`config.mk`:
```
export PLATFORM = sky130hd
export DESIGN_NAME = ptlik_isqrt
export DESIGN_NICKNAME = d
export VERILOG_FILES = /design/src/rtl/ptlik_pkg.sv /design/src/rtl/ptlik_isqrt.sv
export SDC_FILE = /design/constraint.sdc
export NUM_CORES = 2
export LEC_CHECK = 0
export BUFFER_PORTS_ARGS = -buffer_cell sky130_fd_sc_hd__buf_2
export CORE_AREA = 2 2 413 415
export DETAILED_ROUTE_END_ITERATION = 16
export DIE_AREA = 0 0 415 417
export GPL_TIMING_DRIVEN = 0
export PLACE_DENSITY = 0.8
export SLEW_MARGIN = 20
export SYNTH_ARGS = -nofsm -noshare
export SYNTH_HDL_FRONTEND = slang
export SYNTH_MEMORY_MAX_BITS = 65536
export SYNTH_SLANG_ARGS = --single-unit
export TNS_END_PERCENT = 100
```
`constraint.sdc`:
```
create_clock -name clk_i -period 3 [get_ports clk_i]
set_input_delay 0.15 -clock clk_i [delete_from_list [all_inputs] [get_ports clk_i]]
set_output_delay 0.15 -clock clk_i [all_outputs]
set_load 0.05 [all_outputs]
```
`src/rtl/ptlik_pkg.sv`:
```
// Shared types, constants and table functions for the planar three-link IK core.
package ptlik_pkg;

  // Field widths fixed by the interface.
  localparam int CoordW = 16;
  localparam int PitchW = 15;
  localparam int LenW   = 15;
  localparam int AngW   = 14;

  // Rotation CORDIC unit vector is scaled by 2^30; the start value holds the gain.
  localparam int CosW = 33;
  localparam int UnitShift = 30;
  localparam logic signed [CosW-1:0] CordicStart = 33'sd652032874;

  // Angles in 1/64 degree.
  localparam int QuarterTurn = 5760;
  localparam int HalfTurn    = 11520;
  localparam int FullTurn    = 23040;

  // Vectoring CORDIC widths: inputs, normalised operands and working registers.
  localparam int VinW  = 34;
  localparam int NormW = 42;
  localparam int VecW  = 45;

  // Square root unit: 62-bit radicand, one result bit per stage.
  localparam int SqrtInW  = 62;
  localparam int SqrtOutW = 32;
  localparam int SqrtSteps = 32;

  // Arctangent table, atan(2^-i) in 1/64 degree scaled by 2^16.
  localparam int TableFrac = 16;
  localparam logic [31:0] AtanTab [32] = '{
    32'd188743680, 32'd111421900, 32'd58872272, 32'd29884485, 32'd15000234,
    32'd7507429, 32'd3754631, 32'd1877430, 32'd938729, 32'd469366,
    32'd234683, 32'd117342, 32'd58671, 32'd29335, 32'd14668, 32'd7334,
    32'd3667, 32'd1833, 32'd917, 32'd458, 32'd229, 32'd115, 32'd57, 32'd29,
    32'd14, 32'd7, 32'd4, 32'd2, 32'd1, 32'd0, 32'd0, 32'd0
  };

  // Configuration register indexes.
  typedef enum logic [1:0] {
    RegUpper = 2'd0,
    RegFore  = 2'd1,
    RegTool  = 2'd2
  } reg_idx_e;

  // One classified request as held in the queue between front and back.
  typedef struct packed {
    logic signed [CoordW-1:0] x;
    logic signed [CoordW-1:0] y;
    logic signed [PitchW-1:0] p;
    logic signed [AngW-1:0]   ang;
    logic                     neg;
  } req_t;

  // Arctangent step truncated to the accumulator's fraction bits.
  function automatic logic [31:0] atan_step(int i, int fb);
    return AtanTab[i] >> (TableFrac - fb);
  endfunction

endpackage

```
`src/rtl/ptlik_isqrt.sv`:
```
// Pipelined integer square root, one result bit per stage.
module ptlik_isqrt import ptlik_pkg::*; #(
  parameter int TagW = 1
) (
  input  logic                clk_i,
  input  logic                rst_ni,
  input  logic                valid_i,
  input  logic [SqrtInW-1:0]  rad_i,
  input  logic [TagW-1:0]     tag_i,
  output logic                valid_o,
  output logic [SqrtOutW-1:0] root_o,
  output logic [TagW-1:0]     tag_o
);

  logic               valid_q [SqrtSteps+1];
  logic [SqrtInW-1:0] v_q     [SqrtSteps+1];
  logic [63:0]        r_q     [SqrtSteps+1];
  logic [TagW-1:0]    tag_q   [SqrtSteps+1];

  always_ff @(posedge clk_i or negedge rst_ni) begin
    if (!rst_ni) begin
      valid_q[0] <= 1'b0;
    end else begin
      valid_q[0] <= valid_i;
    end
  end

  always_ff @(posedge clk_i) begin
    v_q[0]   <= rad_i;
    r_q[0]   <= '0;
    tag_q[0] <= tag_i;
  end

  // Each stage tries the next bit pair of the radicand.
  for (genvar k = 0; k < SqrtSteps; k++) begin : g_bit
    localparam logic [63:0] Bit = 64'd1 << (62 - 2 * k);
    logic [63:0] trial;
    logic        fits;

    assign trial = r_q[k] + Bit;
    assign fits  = ({2'b00, v_q[k]} >= trial);

    always_ff @(posedge clk_i or negedge rst_ni) begin
      if (!rst_ni) begin
        valid_q[k+1] <= 1'b0;
      end else begin
        valid_q[k+1] <= valid_q[k];
      end
    end

    always_ff @(posedge clk_i) begin
      if (fits) begin
        v_q[k+1] <= v_q[k] - SqrtInW'(trial);
        r_q[k+1] <= (r_q[k] >> 1) + Bit;
      end else begin
        v_q[k+1] <= v_q[k];
        r_q[k+1] <= r_q[k] >> 1;
      end
      tag_q[k+1] <= tag_q[k];
    end
  end

  assign valid_o = valid_q[SqrtSteps];
  assign root_o  = r_q[SqrtSteps][SqrtOutW-1:0];
  assign tag_o   = tag_q[SqrtSteps];

endmodule

```
==> results by stage <==
Outcome:
- The flow ran to the end, but the final reports show violations.
- The final reports fail on setup timing.

Global route:
- The via count of the first global-routing pass came to 72880.
- The first global-routing pass estimated 410.1 mm of wire.
- The number of antenna violations at the first check in global routing was 14.
- In the global route stage, overall resource usage came out at 29.80%.
- The residual overflow from global routing is 0.
- Entering global routing, the biggest net connects 34 pins.

Yosys:
- The instance count of the mapped netlist is 9341.
- Yosys mapped the design onto 99 distinct sky130hd cell types.
- During synthesis, Yosys emitted a total of 0 warnings.
- For this run, the leading register cell type out of synthesis is dfxtp_1.
- The average size of a mapped cell is ~10 um^2.
- The combined area of all synthesized cells is between 90000 and 100000 um^2.
- The post-synth net total is between 9000 and 10000.
- The count of flip-flops with a built-in enable after synthesis is 0.
- The proportion of synthesized flip-flops having asynchronous set or reset is roughly 1.3%.
- Synthesis inferred 2546 register bits.
- The share of the Yosys chip area taken by registers is a little over half.

Die:
- Measured along the y axis, the die boundary spans 417 um.
- The die covers 173100 um^2.
- The starting utilization of the core area is ~56%.
- 100 I/O pins were placed.
- In this run the horizontal extent of the chip is between 400 and 500 um.
- The number of placement rows is between 150 and 200.
- The placeable core region is 168500 um^2.

Timing:
- The smallest clock period supported by the final layout is computed as 3.435 ns.
- The actual slew at the worst max-slew pin is 1.006 ns.
- The share of the clock period used by the worst path is 114.5%.
- On the final layout, the worst clock skew is 0.1504 ns.
- The relative slew slack is between 30% and 40%.
- The count of pins over their slew limit was 0.
- The total count of hold-check failures in the final report is 0.
- The worst setup margin is -0.4349 ns.
- Setup repair after global routing could not meet its margin everywhere.
- Based on the critical path, the design can be clocked at up to 0.2911 GHz.
- The number of setup violations in the final report is about 400.

Worst setup path:
- The category of cells accounting for the largest share of critical-path delay is simple AND/OR/NAND/NOR gates.
- Together, buffers and inverters on the worst path number 2.
- The critical setup path kind is reg2reg.
- STA classifies the critical path endpoint as a flop.
- The critical path data arrival time is about 4.1 ns.
- Walking the worst path, the cells encountered are or4_4 > nor4_4 > or4b_4 > or4_4 > a2111oi_4 > o41a_4 > or4_4 > buf_12 > buf_6 > nor4_4 > xor2_1.
- Counting buffers and inverters, the worst setup path is 11 cells deep.
- The data required time of the worst path is ~3.7 ns.
- Across all register-to-register paths, the minimum setup slack is -0.43 ns.
- The number of cells on the worst reg-to-reg path is 11.
- STA classifies the critical path startpoint as a flop.
- The capture instance of the worst register-to-register path is v_q[22][45].
- The slowest stage of the critical path is the or4_4 cell.
- Of all nets on the critical path, the largest fanout is 7.
- The worst register-to-register path begins at v_q[21][45].
- The cell with the most instances on the worst path is or4_4.
- For this run, the slowest stage of the critical path takes 0.55 ns.

Worst hold path:
- The worst hold path belongs to the class in2async.

Run:
- The reported max-cap violation count is 0.

Layout:
- The ratio of cells with drive above 1 in the final layout is between 20% and 30%.
- The share of the core filled with cells is 71.48%.
- The area occupied by multi-input gates is between 40000 and 50000 um^2.
- The area added between synthesis and finish is 28.19%.
- Counting the fill cells in the layout gives ~11000.
- Across the whole layout, storage elements account for a little over 50000 um^2.
- The net count reported at finish is roughly 11000.

Power and ir drop:
- The power density over the cells is roughly 930 nW/um^2.
- The worst-case IR drop observed on VDD is 0.6765 mV.
- The design draws 111.8 mW.
- The static leakage is approximately 53 nW.

Drt:
- The detail route stage leaves a number of antenna-violating nets equal to 0.
- Dividing the detail-routed wire length by the instance count gives 22.80 um.
- The via count normalized by instance count is 5.967.
- The final route contains 75090 vias.
- The number of design-rule violations left by the first detailed-router iteration is 6783.
- For this run, the detailed router's first-pass iteration total came to 7.
- The final layout contains routed wiring with a total length of about 290 mm.
- In the routed design, unresolved DRC markers number 0.

Placed design:
- Summed over all nets, the half-perimeter wirelength after detailed placement is between 150 and 200 mm.
- The final RePlAce weighted congestion is 0.9526.
- The number of buffers inserted by port buffering is 98.

Clocking:
- TritonCTS built the clock tree.
- Counting along the longest clock path gives a buffer depth of 3.
- The clock net in this run drives a total of 2546 sinks.
- The clock tree synthesis step divided the H-tree into 4 levels.
- The total CTS buffers is roughly 240.
- Clock-pin slew was measured on the worst setup and hold paths at 0.08 ns.
- The master cell of the clock root buffer is clkbuf_16.
- The source-to-sink clock delay at the later pin of the worst-skew pair is 0.97 ns.
[sequential cells by signal, indices dropped and copies added, names as in the netlist]
register and flops:
tag_q 33, v_q 1984, valid_o 1, valid_q 32, r_q 496
[worst max path at each step]
stage | startpoint | end
6_report | v_q[21][45] | v_q[22][45]
3_5_place_dp | r_q[22][21] | v_q[23][59]
2_1_floorplan | v_q[21][45] | v_q[22][59]
3_3_place_gp | r_q[22][21] | v_q[23][59]
5_1_grt | r_q[22][21] | v_q[23][49]
4_1_cts | r_q[22][21] | v_q[23][50]
[worst register-to-register path, delay by kind of cell, from the launching register on]
kind	cells	cell delay (ns)
and+or+nand+nor	6	1.91
AOI/OAI and AO/OA	2	0.62
DFF	1	0.35
buffers and inverters	2	0.25
xor gates and xnor gates	1	0.17
[layout by cell type (no fill, tap or decap), drive strengths merged, types with 65 or more instances in the layout]
cell type       n
a21o          189
a21oi         553
a31oi          66
buf           567
clkbuf        399
clkinv         65
dfxtp        2513
dlygate4sd3   130
ha            525
inv           679
nand2         656
nand2b        110
nand3         162
nand4         149
nor2          551
nor3          278
nor4          333
o21a          109
o21ai         477
or3           100
or4            70
xnor2         390
xor2          407
[metal layers]
layer  vias up  track usage (%)  wire [um]
met5         -                0         92
met2      3303            51.01     139500
li1      34230                -          -
met3       990            5.211      18830
met1     36550            37.05     114400
met4        14            12.52      14120
[report_power, final]
group          switching, mW  internal, mW
logic                   17.1          13.9
clock network           14.1          18.3
registers               7.31          41.2
total                   38.5          73.4
[cell type report]
cell class                 count  share of cell area, %
multi-input combinational   5922                  39.65
buffer                       131                  1.128
clock buffer                 318                  5.584
clock inverter               120                  1.423
timing repair buffer         648                  5.150
inverter                     677                  2.172
antenna                        5                0.01039
tap                         2218                  2.304
sequential                  2546                  42.58
[Yosys cell counts (all sizes together), types with 143 or more instances]
| library cell | n | area (um^2) |
|---|---|---|
| dfxtp | 2513 | 50310 |
| inv | 675 | 2534 |
| nand2 | 656 | 2462 |
| a21oi | 553 | 2768 |
| nor2 | 551 | 2071 |
| ha | 525 | 6569 |
| o21ai | 477 | 2387 |
| xor2 | 407 | 3565 |
| xnor2 | 390 | 3416 |
| nor4 | 333 | 2141 |
| nor3 | 278 | 1396 |
| a21o | 189 | 1419 |
| nand3 | 161 | 805.8 |
| nand4 | 149 | 932.1 |
| clkbuf | 143 | 536.8 |
[cell families (layout without fill, tap and decap cells)]
kind of cell,after synthesis,count (layout),synth area share [%]
AOI/OAI and AO/OA,1773,1773,11.65
xor gates and xnor gates,797,797,7.429
adders and majority gates,525,525,6.990
buffers and inverters,874,1894,3.607
DFF,2546,2546,54.42
muxes,50,50,0.5819
other,1,6,0.003991
and+or+nand+nor,2775,2776,15.32
[per-stage QoR]
stage | instances | worst slack, ns | hold WS (ns) | area, um^2 | TNS [ns]
4_1_cts | 12410 | -0.4397 | 0.2052 | 114300 | -39.65
3_3_place_gp | 11660 | -1.504 | 0.2180 | 97420 | -494.34
6_report | 12590 | -0.4349 | 0.2637 | 120500 | -55.87
5_1_grt | 12580 | -0.5191 | 0.2723 | 120400 | -93.59
3_5_place_dp | 11660 | -1.413 | 0.2309 | 97440 | -507.17
2_1_floorplan | 9341 | -0.05252 | -0.1456 | 94150 | -0.2982
[timing repair]
action / 4_1_cts / 5_1_grt
gates resized for setup: 1118 / 1166
setup buffers: 189 / 216
pin swaps: 284 / 414
gates cloned: 23 / 17
endpoints found under the setup margin: 896 / 837
hold endpoints to repair: 97 / 0
hold buffers: 131 / 0
(Power assumes the default switching activity.)
