[config.mk]
export PLATFORM = sky130hd
export DESIGN_NAME = ptlik_front
export DESIGN_NICKNAME = d
export VERILOG_FILES = /design/src/rtl/ptlik_pkg.sv /design/src/rtl/ptlik_front.sv
export SDC_FILE = /design/constraint.sdc
export NUM_CORES = 1
export LEC_CHECK = 0
export BUFFER_PORTS_ARGS = -buffer_cell sky130_fd_sc_hd__buf_4
export CAP_MARGIN = 20
export CORE_MARGIN = 3
export CORE_UTILIZATION = 25
export CTS_BUF_LIST = sky130_fd_sc_hd__clkbuf_4 sky130_fd_sc_hd__clkbuf_8
export CTS_CLUSTER_SIZE = 20
export DETAILED_ROUTE_END_ITERATION = 10
export PLACE_DENSITY = 0.51
export SLEW_MARGIN = 30
export SYNTH_ARGS = -nofsm -noshare
export SYNTH_HDL_FRONTEND = slang
export SYNTH_SLANG_ARGS = --single-unit
export TNS_END_PERCENT = 100
[constraint.sdc]
create_clock -name clk_i -period 5 [get_ports clk_i]
set_input_delay 1.25 -clock clk_i [delete_from_list [all_inputs] [get_ports clk_i]]
set_output_delay 1.25 -clock clk_i [all_outputs]
set_load 0.03 [all_outputs]
[src/rtl/ptlik_pkg.sv]
// Shared types, constants and table functions for the planar three-link IK core.
package ptlik_pkg;

  // Field widths fixed by the interface.
  localparam int CoordW = 16;
  localparam int PitchW = 15;
  localparam int LenW   = 15;
  localparam int AngW   = 14;

  // Rotation CORDIC unit vector is scaled by 2^30; the start value holds the gain.
  localparam int CosW = 33;
  localparam int UnitShift = 30;
  localparam logic signed [CosW-1:0] CordicStart = 33'sd652032874;

  // Angles in 1/64 degree.
  localparam int QuarterTurn = 5760;
  localparam int HalfTurn    = 11520;
  localparam int FullTurn    = 23040;

  // Vectoring CORDIC widths: inputs, normalised operands and working registers.
  localparam int VinW  = 34;
  localparam int NormW = 42;
  localparam int VecW  = 45;

  // Square root unit: 62-bit radicand, one result bit per stage.
  localparam int SqrtInW  = 62;
  localparam int SqrtOutW = 32;
  localparam int SqrtSteps = 32;

  // Arctangent table, atan(2^-i) in 1/64 degree scaled by 2^16.
  localparam int TableFrac = 16;
  localparam logic [31:0] AtanTab [32] = '{
    32'd188743680, 32'd111421900, 32'd58872272, 32'd29884485, 32'd15000234,
    32'd7507429, 32'd3754631, 32'd1877430, 32'd938729, 32'd469366,
    32'd234683, 32'd117342, 32'd58671, 32'd29335, 32'd14668, 32'd7334,
    32'd3667, 32'd1833, 32'd917, 32'd458, 32'd229, 32'd115, 32'd57, 32'd29,
    32'd14, 32'd7, 32'd4, 32'd2, 32'd1, 32'd0, 32'd0, 32'd0
  };

  // Configuration register indexes.
  typedef enum logic [1:0] {
    RegUpper = 2'd0,
    RegFore  = 2'd1,
    RegTool  = 2'd2
  } reg_idx_e;

  // One classified request as held in the queue between front and back.
  typedef struct packed {
    logic signed [CoordW-1:0] x;
    logic signed [CoordW-1:0] y;
    logic signed [PitchW-1:0] p;
    logic signed [AngW-1:0]   ang;
    logic                     neg;
  } req_t;

  // Arctangent step truncated to the accumulator's fraction bits.
  function automatic logic [31:0] atan_step(int i, int fb);
    return AtanTab[i] >> (TableFrac - fb);
  endfunction

endpackage

[src/rtl/ptlik_front.sv]
// Front end: accepts requests, folds the pitch into the rotation range and queues them.
module ptlik_front import ptlik_pkg::*; (
  input  logic                     clk_i,
  input  logic                     rst_ni,
  input  logic                     start_i,
  input  logic signed [CoordW-1:0] target_x_i,
  input  logic signed [CoordW-1:0] target_y_i,
  input  logic signed [PitchW-1:0] pitch_i,
  output logic                     busy_o,
  output logic                     req_valid_o,
  output req_t                     req_o
);

  localparam int Depth = 2;

  req_t        fifo_q [Depth];
  logic        wr_ptr_q, rd_ptr_q;
  logic [1:0]  count_q, count_d;
  logic        push, pop;
  logic signed [15:0] wrap, fold;
  logic        neg;
  req_t        entry;

  // Reduce the pitch to one turn, then fold it into +-90 degrees with a sign flag.
  always_comb begin
    wrap = 16'(pitch_i);
    if (wrap >= 16'(HalfTurn)) begin
      wrap = wrap - 16'(FullTurn);
    end else if (wrap < -16'(HalfTurn)) begin
      wrap = wrap + 16'(FullTurn);
    end
    fold = wrap;
    neg  = 1'b0;
    if (wrap > 16'(QuarterTurn)) begin
      fold = wrap - 16'(HalfTurn);
      neg  = 1'b1;
    end else if (wrap < -16'(QuarterTurn)) begin
      fold = wrap + 16'(HalfTurn);
      neg  = 1'b1;
    end
    entry.x   = target_x_i;
    entry.y   = target_y_i;
    entry.p   = pitch_i;
    entry.ang = AngW'(fold);
    entry.neg = neg;
  end

  // The back end takes a request in every cycle that one is queued.
  assign busy_o      = (count_q == 2'(Depth));
  assign push        = start_i && !busy_o;
  assign pop         = (count_q != 2'd0);
  assign req_valid_o = pop;
  assign req_o       = fifo_q[rd_ptr_q];

  always_comb begin
    count_d = count_q;
    if (push && !pop) begin
      count_d = count_q + 2'd1;
    end else if (pop && !push) begin
      count_d = count_q - 2'd1;
    end
  end

  always_ff @(posedge clk_i or negedge rst_ni) begin
    if (!rst_ni) begin
      wr_ptr_q <= 1'b0;
      rd_ptr_q <= 1'b0;
      count_q  <= 2'd0;
    end else begin
      if (push) begin
        wr_ptr_q <= ~wr_ptr_q;
      end
      if (pop) begin
        rd_ptr_q <= ~rd_ptr_q;
      end
      count_q <= count_d;
    end
  end

  // Queue storage.
  always_ff @(posedge clk_i) begin
    if (push) begin
      fifo_q[wr_ptr_q] <= entry;
    end
  end

endmodule

==> results of run 1 <==
## layer usage
metal,track usage (%),up-vias
li1,-,1315
met1,10.9,1365
met2,16.7,61
met3,1.92,11
met4,5.20,0
met5,0,-
## registers in the layout (all words and copies together) (netlist names)
register and flops:
fifo_q 108, count_q 2, rd_ptr_q 1, wr_ptr_q 1
## area by class of cell
class	count	share of cell area, %
clock buffer	11	2.31
sequential	112	55.7
multi-input combinational	149	21.6
timing repair buffer	116	14.5
tap	229	4.78
inverter	8	0.501
clock inverter	5	0.563
## cells in the mapped netlist (all sizes together) (3+ instances only)
master,number,area [um2]
edfxtp,108,3240
mux2,54,608
nand2,13,48.8
buf,11,83.8
nor2,11,41.3
xnor2,11,96.3
inv,8,30.0
a21oi,7,35.0
ha,7,87.6
clkbuf,6,22.5
dfrtp,4,100
nor3,3,15.0
o21ai,3,22.5
o22ai,3,18.8
## per-stage QoR
step	util, %	worst slack (ns)	std cells	cell area (um2)	power [mW]
6_report	32.7	1.05	630	6000	3.38
5_1_grt	32.7	0.683	630	6000	3.58
4_1_cts	32.7	1.06	630	6000	3.46
3_5_place_dp	31.8	0.661	614	5830	2.96
3_3_place_gp	31.8	0.723	614	5830	2.95
2_1_floorplan	-	0.932	286	4770	2.44
## kinds of logic (layout without fill, tap and decap cells)
group | after synthesis | in the layout | synth area share, %
compound gates | 33 | 33 | 5.38
xor+xnor | 13 | 13 | 2.39
fa+ha+maj | 7 | 7 | 1.84
buf+inv | 25 | 140 | 2.86
flops | 112 | 112 | 70.1
mux | 54 | 54 | 12.8
simple gates | 42 | 42 | 4.62
## how the worst max path moves through the flow
stage | endpoint | depth (start not counted)
after floorplan | fifo_q[0][0] | 2
after global placement | fifo_q[0][12] | 11
after detailed placement | fifo_q[0][12] | 13
after CTS | fifo_q[0][12] | 13
after global routing | fifo_q[0][12] | 13
final | fifo_q[1][12] | 13
## power by group
group | switching (mW) | total [mW] | internal [mW] | leakage [nW]
logic | 0.901 | 1.50 | 0.596 | 1.08
clock network | 0.288 | 0.479 | 0.191 | 0.0761
registers | 0.105 | 1.40 | 1.30 | 1.05
total | 1.29 | 3.38 | 2.08 | 2.20
==> reports/qor.csv, run 1 <==
stage;metric;value;unit
logic_synthesis;synth_cell_types;48;
global_route;grt_pass1_wl;15000;um
sta;relSlewSlack;46.0;%
sta;setup_viol;0;
power;vdd_drop_max;0.152;mV
power;p_leak;2.20;nW
sta;holdWs;0.505;ns
critical_path;worstReg2RegStart;count_q[0];
routing;route.met2.wl;5100;um
place;port_buffers;113;
logic_synthesis;synth_edf_count;108;
run_status;status;finished clean;
critical_path;path_class;in2reg;
critical_path;crit_path_end_kind;flip-flop;
routing;drc;0;
sta;rsz0062_at_grt;no;
die;dieArea;0.0208;mm2
hold_path;min-delay-path-class;reg2reg;
routing;drt_wl_total;9750;um
global_route;grt_pass1_vias;2829;
critical_path;cp_num_buf_inv;2;
critical_path;r2r_slack;2.89;ns
sta;period_minus_slack;3.95;ns
routing;vias;2752;
routing;highest_layer;met4;
job;cap_violations;0;
power;power.density;563;mW/mm2
critical_path;r2r.worst_path.cells;3;
die;die-width;144;um
routing;drt-wirelength-per-cell;15.5;um
clocking;cts_tree;yes;
die;num_rows;49;
clocking;root_buffer;clkbuf_8;
critical_path;worst_ep_required_time;5.11;ns
global_route;grt_usage;9.53;%
critical_path;crit_chain;buf_4 > inv_1 > ha_1 > a21oi_1 > o211ai_1 > nand3_1 > xnor2_1 > ha_1 > a21oi_1 > a211oi_2 > o221ai_1 > o32ai_1 > xnor2_1;
sta;worstMarginPinSlew;0.811;ns
global_route;grt_remaining_overflow;0;
critical_path;start_kind;input pin;
critical_path;max_stage_delay;0.43;ns
logic_synthesis;synth-seq-area-share;70.1;%
hold_path;hp-start;count_q[1];
logic_synthesis;postSynthCellCount;286;
hold_path;whs_path_depth;1;
routing;wl_met3;452;um
critical_path;cp_max_fo;10;
die;core-area;0.0183;mm2
die;start_util;26.0;%
routing;antenna_left;0;
logic_synthesis;synthArstFlopShare;3.57;%
final_layout;layout_common_cells;buf_4, edfxtp_1, mux2_2, nand2_1, xnor2_1;
final_layout;nets;453;
final_layout;diodes;0;
routing;viasPerCell;4.37;
clocking;cts_hold_buffers;0;
hold_path;min_to;count_q[1];
logic_synthesis;ys_warn_count;0;
die;io_pins;114;
global_route;grt_max_degree;55;
global_route;grt_antenna_before_repair;0;
clocking;numCtsBuffers;9;
clocking;cts-htree-levels;3;
place;place_congestion;0.846;
critical_path;critPathLaunch;pitch_i[10];
critical_path;crit_arrival;4.06;ns
clocking;cts.clk_slew.worst_paths;0.10;ns
sta;fmaxAchievable;253;MHz
routing;first_pass_iters;4;
routing;drt_iter0_drc;115;
sta;finalCritPeriodShare;79.0;%
final_layout;drive_above_1_share;49.1;%
logic_synthesis;synth.cell_area;0.00477;mm2
clocking;clk_latency;0.37;ns
final_layout;multiInputGateArea;0.00129;mm2
sta;finalSetupTns;0;ns
logic_synthesis;synth.net_count;343;
clocking;cts_setup_buffers;0;
routing;met1Wirelength;3980;um
final_layout;fill_cells;1807;
logic_synthesis;postSynthAreaPerCell;16.7;um2
critical_path;rr_endpoint;fifo_q[1][35];
sta;finalHoldViolCount;0;
logic_synthesis;ys_ff_latch;112;
final_layout;syn_to_final_growth;25.9;%
sta;drv_slew;0;
clocking;cts.repair.resized;0;
clocking;cts.sink_count;112;
critical_path;worst_path_max_delay_cell;xnor2_1;
clocking;ctsLongestPathBuffers;2;
sta;skew;0.00880;ns
place;dp_hpwl;6640;um
final_layout;regArea;0.00334;mm2
final_layout;final_common_cell;buf_4;
critical_path;critical-path-top-delay-family;compound AO/OA/AOI/OAI gates;
logic_synthesis;dominantRegCellSynth;edfxtp_1;
die;die_y;144;um
(Power assumes the default switching activity.)
==> inputs of run 2 (changes only) <==
PLACE_DENSITY = 0.53   (was 0.51)
clock period = 3.4 ns   (was 5 ns; I/O delays follow)
==> reports/qor.csv, run 2 (synthesized netlist as in run 1, its figures left out) <==
stage;metric;value;unit
run_status;status;finished clean;
final_layout;largest_register;fifo_q;
final_layout;reg_top3;fifo_q: 108 flops, count_q: 2 flops;
critical_path;max_stage_delay;0.30;ns
critical_path;r2r_slack;1.56;ns
routing;antenna_left;0;
critical_path;worst_ep_required_time;3.53;ns
routing;drt_wl_total;10300;um
critical_path;worstReg2RegStart;count_q[0];
routing;first_pass_iters;4;
sta;period_minus_slack;3.06;ns
global_route;grt_pass1_vias;2913;
critical_path;critical-path-top-delay-family;compound AO/OA/AOI/OAI gates;
global_route;grt_usage;9.95;%
final_layout;nets;473;
die;num_rows;49;
job;cap_violations;0;
power;p_leak;2.35;nW
final_layout;syn_to_final_growth;30.7;%
critical_path;cp_num_buf_inv;2;
routing;drt_iter0_drc;146;
final_layout;regArea;0.00334;mm2
power;power.density;837;mW/mm2
global_route;grt_remaining_overflow;0;
sta;finalSetupTns;0;ns
sta;rsz0062_at_grt;no;
final_layout;diodes;0;
critical_path;worst_path_max_delay_cell;nor4_1;
critical_path;r2r.worst_path.cells;3;
final_layout;fill_cells;1795;
die;dieArea;0.0208;mm2
clocking;cts.sink_count;112;
final_layout;largest_reg_flops;108;
clocking;cts_hold_buffers;0;
place;port_buffers;113;
die;core-area;0.0183;mm2
power;power;5.21;mW
critical_path;crit_chain;buf_4 > nor4_1 > buf_4 > nand4_1 > nand3_1 > xnor2_1 > ha_1 > a21oi_1 > a211oi_2 > o221ai_2 > o32ai_2 > xnor2_1;
global_route;grt_antenna_before_repair;0;
hold_path;min-delay-path-class;in2async;
critical_path;rr_endpoint;fifo_q[1][22];
sta;drv_slew;0;
clocking;cts_tree;yes;
routing;drt-wirelength-per-cell;15.9;um
final_layout;multiInputGateArea;0.00131;mm2
clocking;numCtsBuffers;9;
final_layout;final_common_cell;buf_4;
global_route;grt_pass1_wl;15600;um
final_layout;stdcell_area;0.00623;mm2
die;start_util;26.0;%
sta;relSlewSlack;64.5;%
sta;skew;0.00747;ns
final_layout;drive_above_1_share;52.3;%
place;place_congestion;0.799;
critical_path;crit_arrival;3.19;ns
critical_path;start_kind;input pin;
critical_path;crit_path_end_kind;flip-flop;
global_route;grt_max_degree;36;
routing;viasPerCell;4.41;
final_layout;fin_cells;650;
routing;drc;0;
die;die-width;144;um
clocking;cts-htree-levels;3;
sta;finalCritPeriodShare;90.0;%
sta;worstMarginPinSlew;0.533;ns
sta;holdWs;0.243;ns
clocking;ctsLongestPathBuffers;2;
clocking;cts.clk_slew.worst_paths;0.10;ns
clocking;clk_latency;0.38;ns
routing;vias;2865;
critical_path;cp_max_fo;7;
clocking;root_buffer;clkbuf_8;
place;dp_hpwl;7220;um
die;io_pins;114;
final_layout;layout_common_cells;buf_4, edfxtp_1, mux2_2, nand2_1, xnor2_1;
die;die_y;144;um
sta;setup_viol;0;
critical_path;path_class;in2reg;
sta;fmaxAchievable;327;MHz
place;placed_cells;634;
sta;finalHoldViolCount;0;
place;place_area;0.00600;mm2
power;vdd_drop_max;0.253;mV
-- run 2: cell types whose count changed in the layout (fill, tap and decap cells not counted), sizes merged --
| cell | previous run | this run |
|---|---|---|
| clkinvlp | 4 | 0 |
| bufinv | 0 | 2 |
| inv | 8 | 9 |
| buf | 116 | 136 |
| clkbuf | 11 | 9 |
| clkinv | 1 | 4 |
-- run 2: per-stage QoR --
step,utilization [%],worst slack [ns]
after detailed placement,32.7,-0.123
after global routing,34.0,0.0484
after global placement,32.7,-0.0313
final,34.0,0.338
after floorplan,-,0.0209
after CTS,33.9,0.309
-- run 2: where the power goes --
part           leakage (nW)  internal [mW]  total, mW  switching, mW
Combinational          1.18          0.922       2.30           1.38
Clock                 0.114          0.423      0.883          0.461
Sequential             1.05           1.90       2.03          0.127
Total                  2.35           3.25       5.21           1.97
-- run 2: repair_timing --
action | 4_1_cts | 5_1_grt
setup endpoints to repair | 0 | 2
buffers inserted | 0 | 0
gates resized for setup | 0 | 1
-- run 2: worst max path at each step --
stage | endpoint | cells after the start | start | slack (ns)
final | fifo_q[1][12] | 12 | pitch_i[3] | 0.34
after global routing | fifo_q[1][12] | 12 | pitch_i[3] | 0.05
after CTS | fifo_q[0][12] | 12 | pitch_i[3] | 0.31
after detailed placement | fifo_q[1][12] | 12 | pitch_i[3] | -0.12
after global placement | fifo_q[0][12] | 12 | pitch_i[3] | -0.03
after floorplan | fifo_q[0][12] | 13 | pitch_i[9] | 0.02
-- run 2: cell type report --
cell class | count | share of cell area [%]
Tap cell | 229 | 4.60
Inverter | 8 | 0.482
Clock inverter | 7 | 1.67
Clock buffer | 9 | 1.99
Timing Repair Buffer | 136 | 16.6
Multi-Input combinational cell | 149 | 21.0
Sequential cell | 112 | 53.7
-- run 2: routing by layer --
layer  share of wire [%]  routed length [um]  global-route usage, %
met5                   0                   0                      0
met4                 2.9                 297                   5.75
met3                 3.8                 395                   1.72
met2                  51                5220                   17.0
met1                  43                4410                   11.8
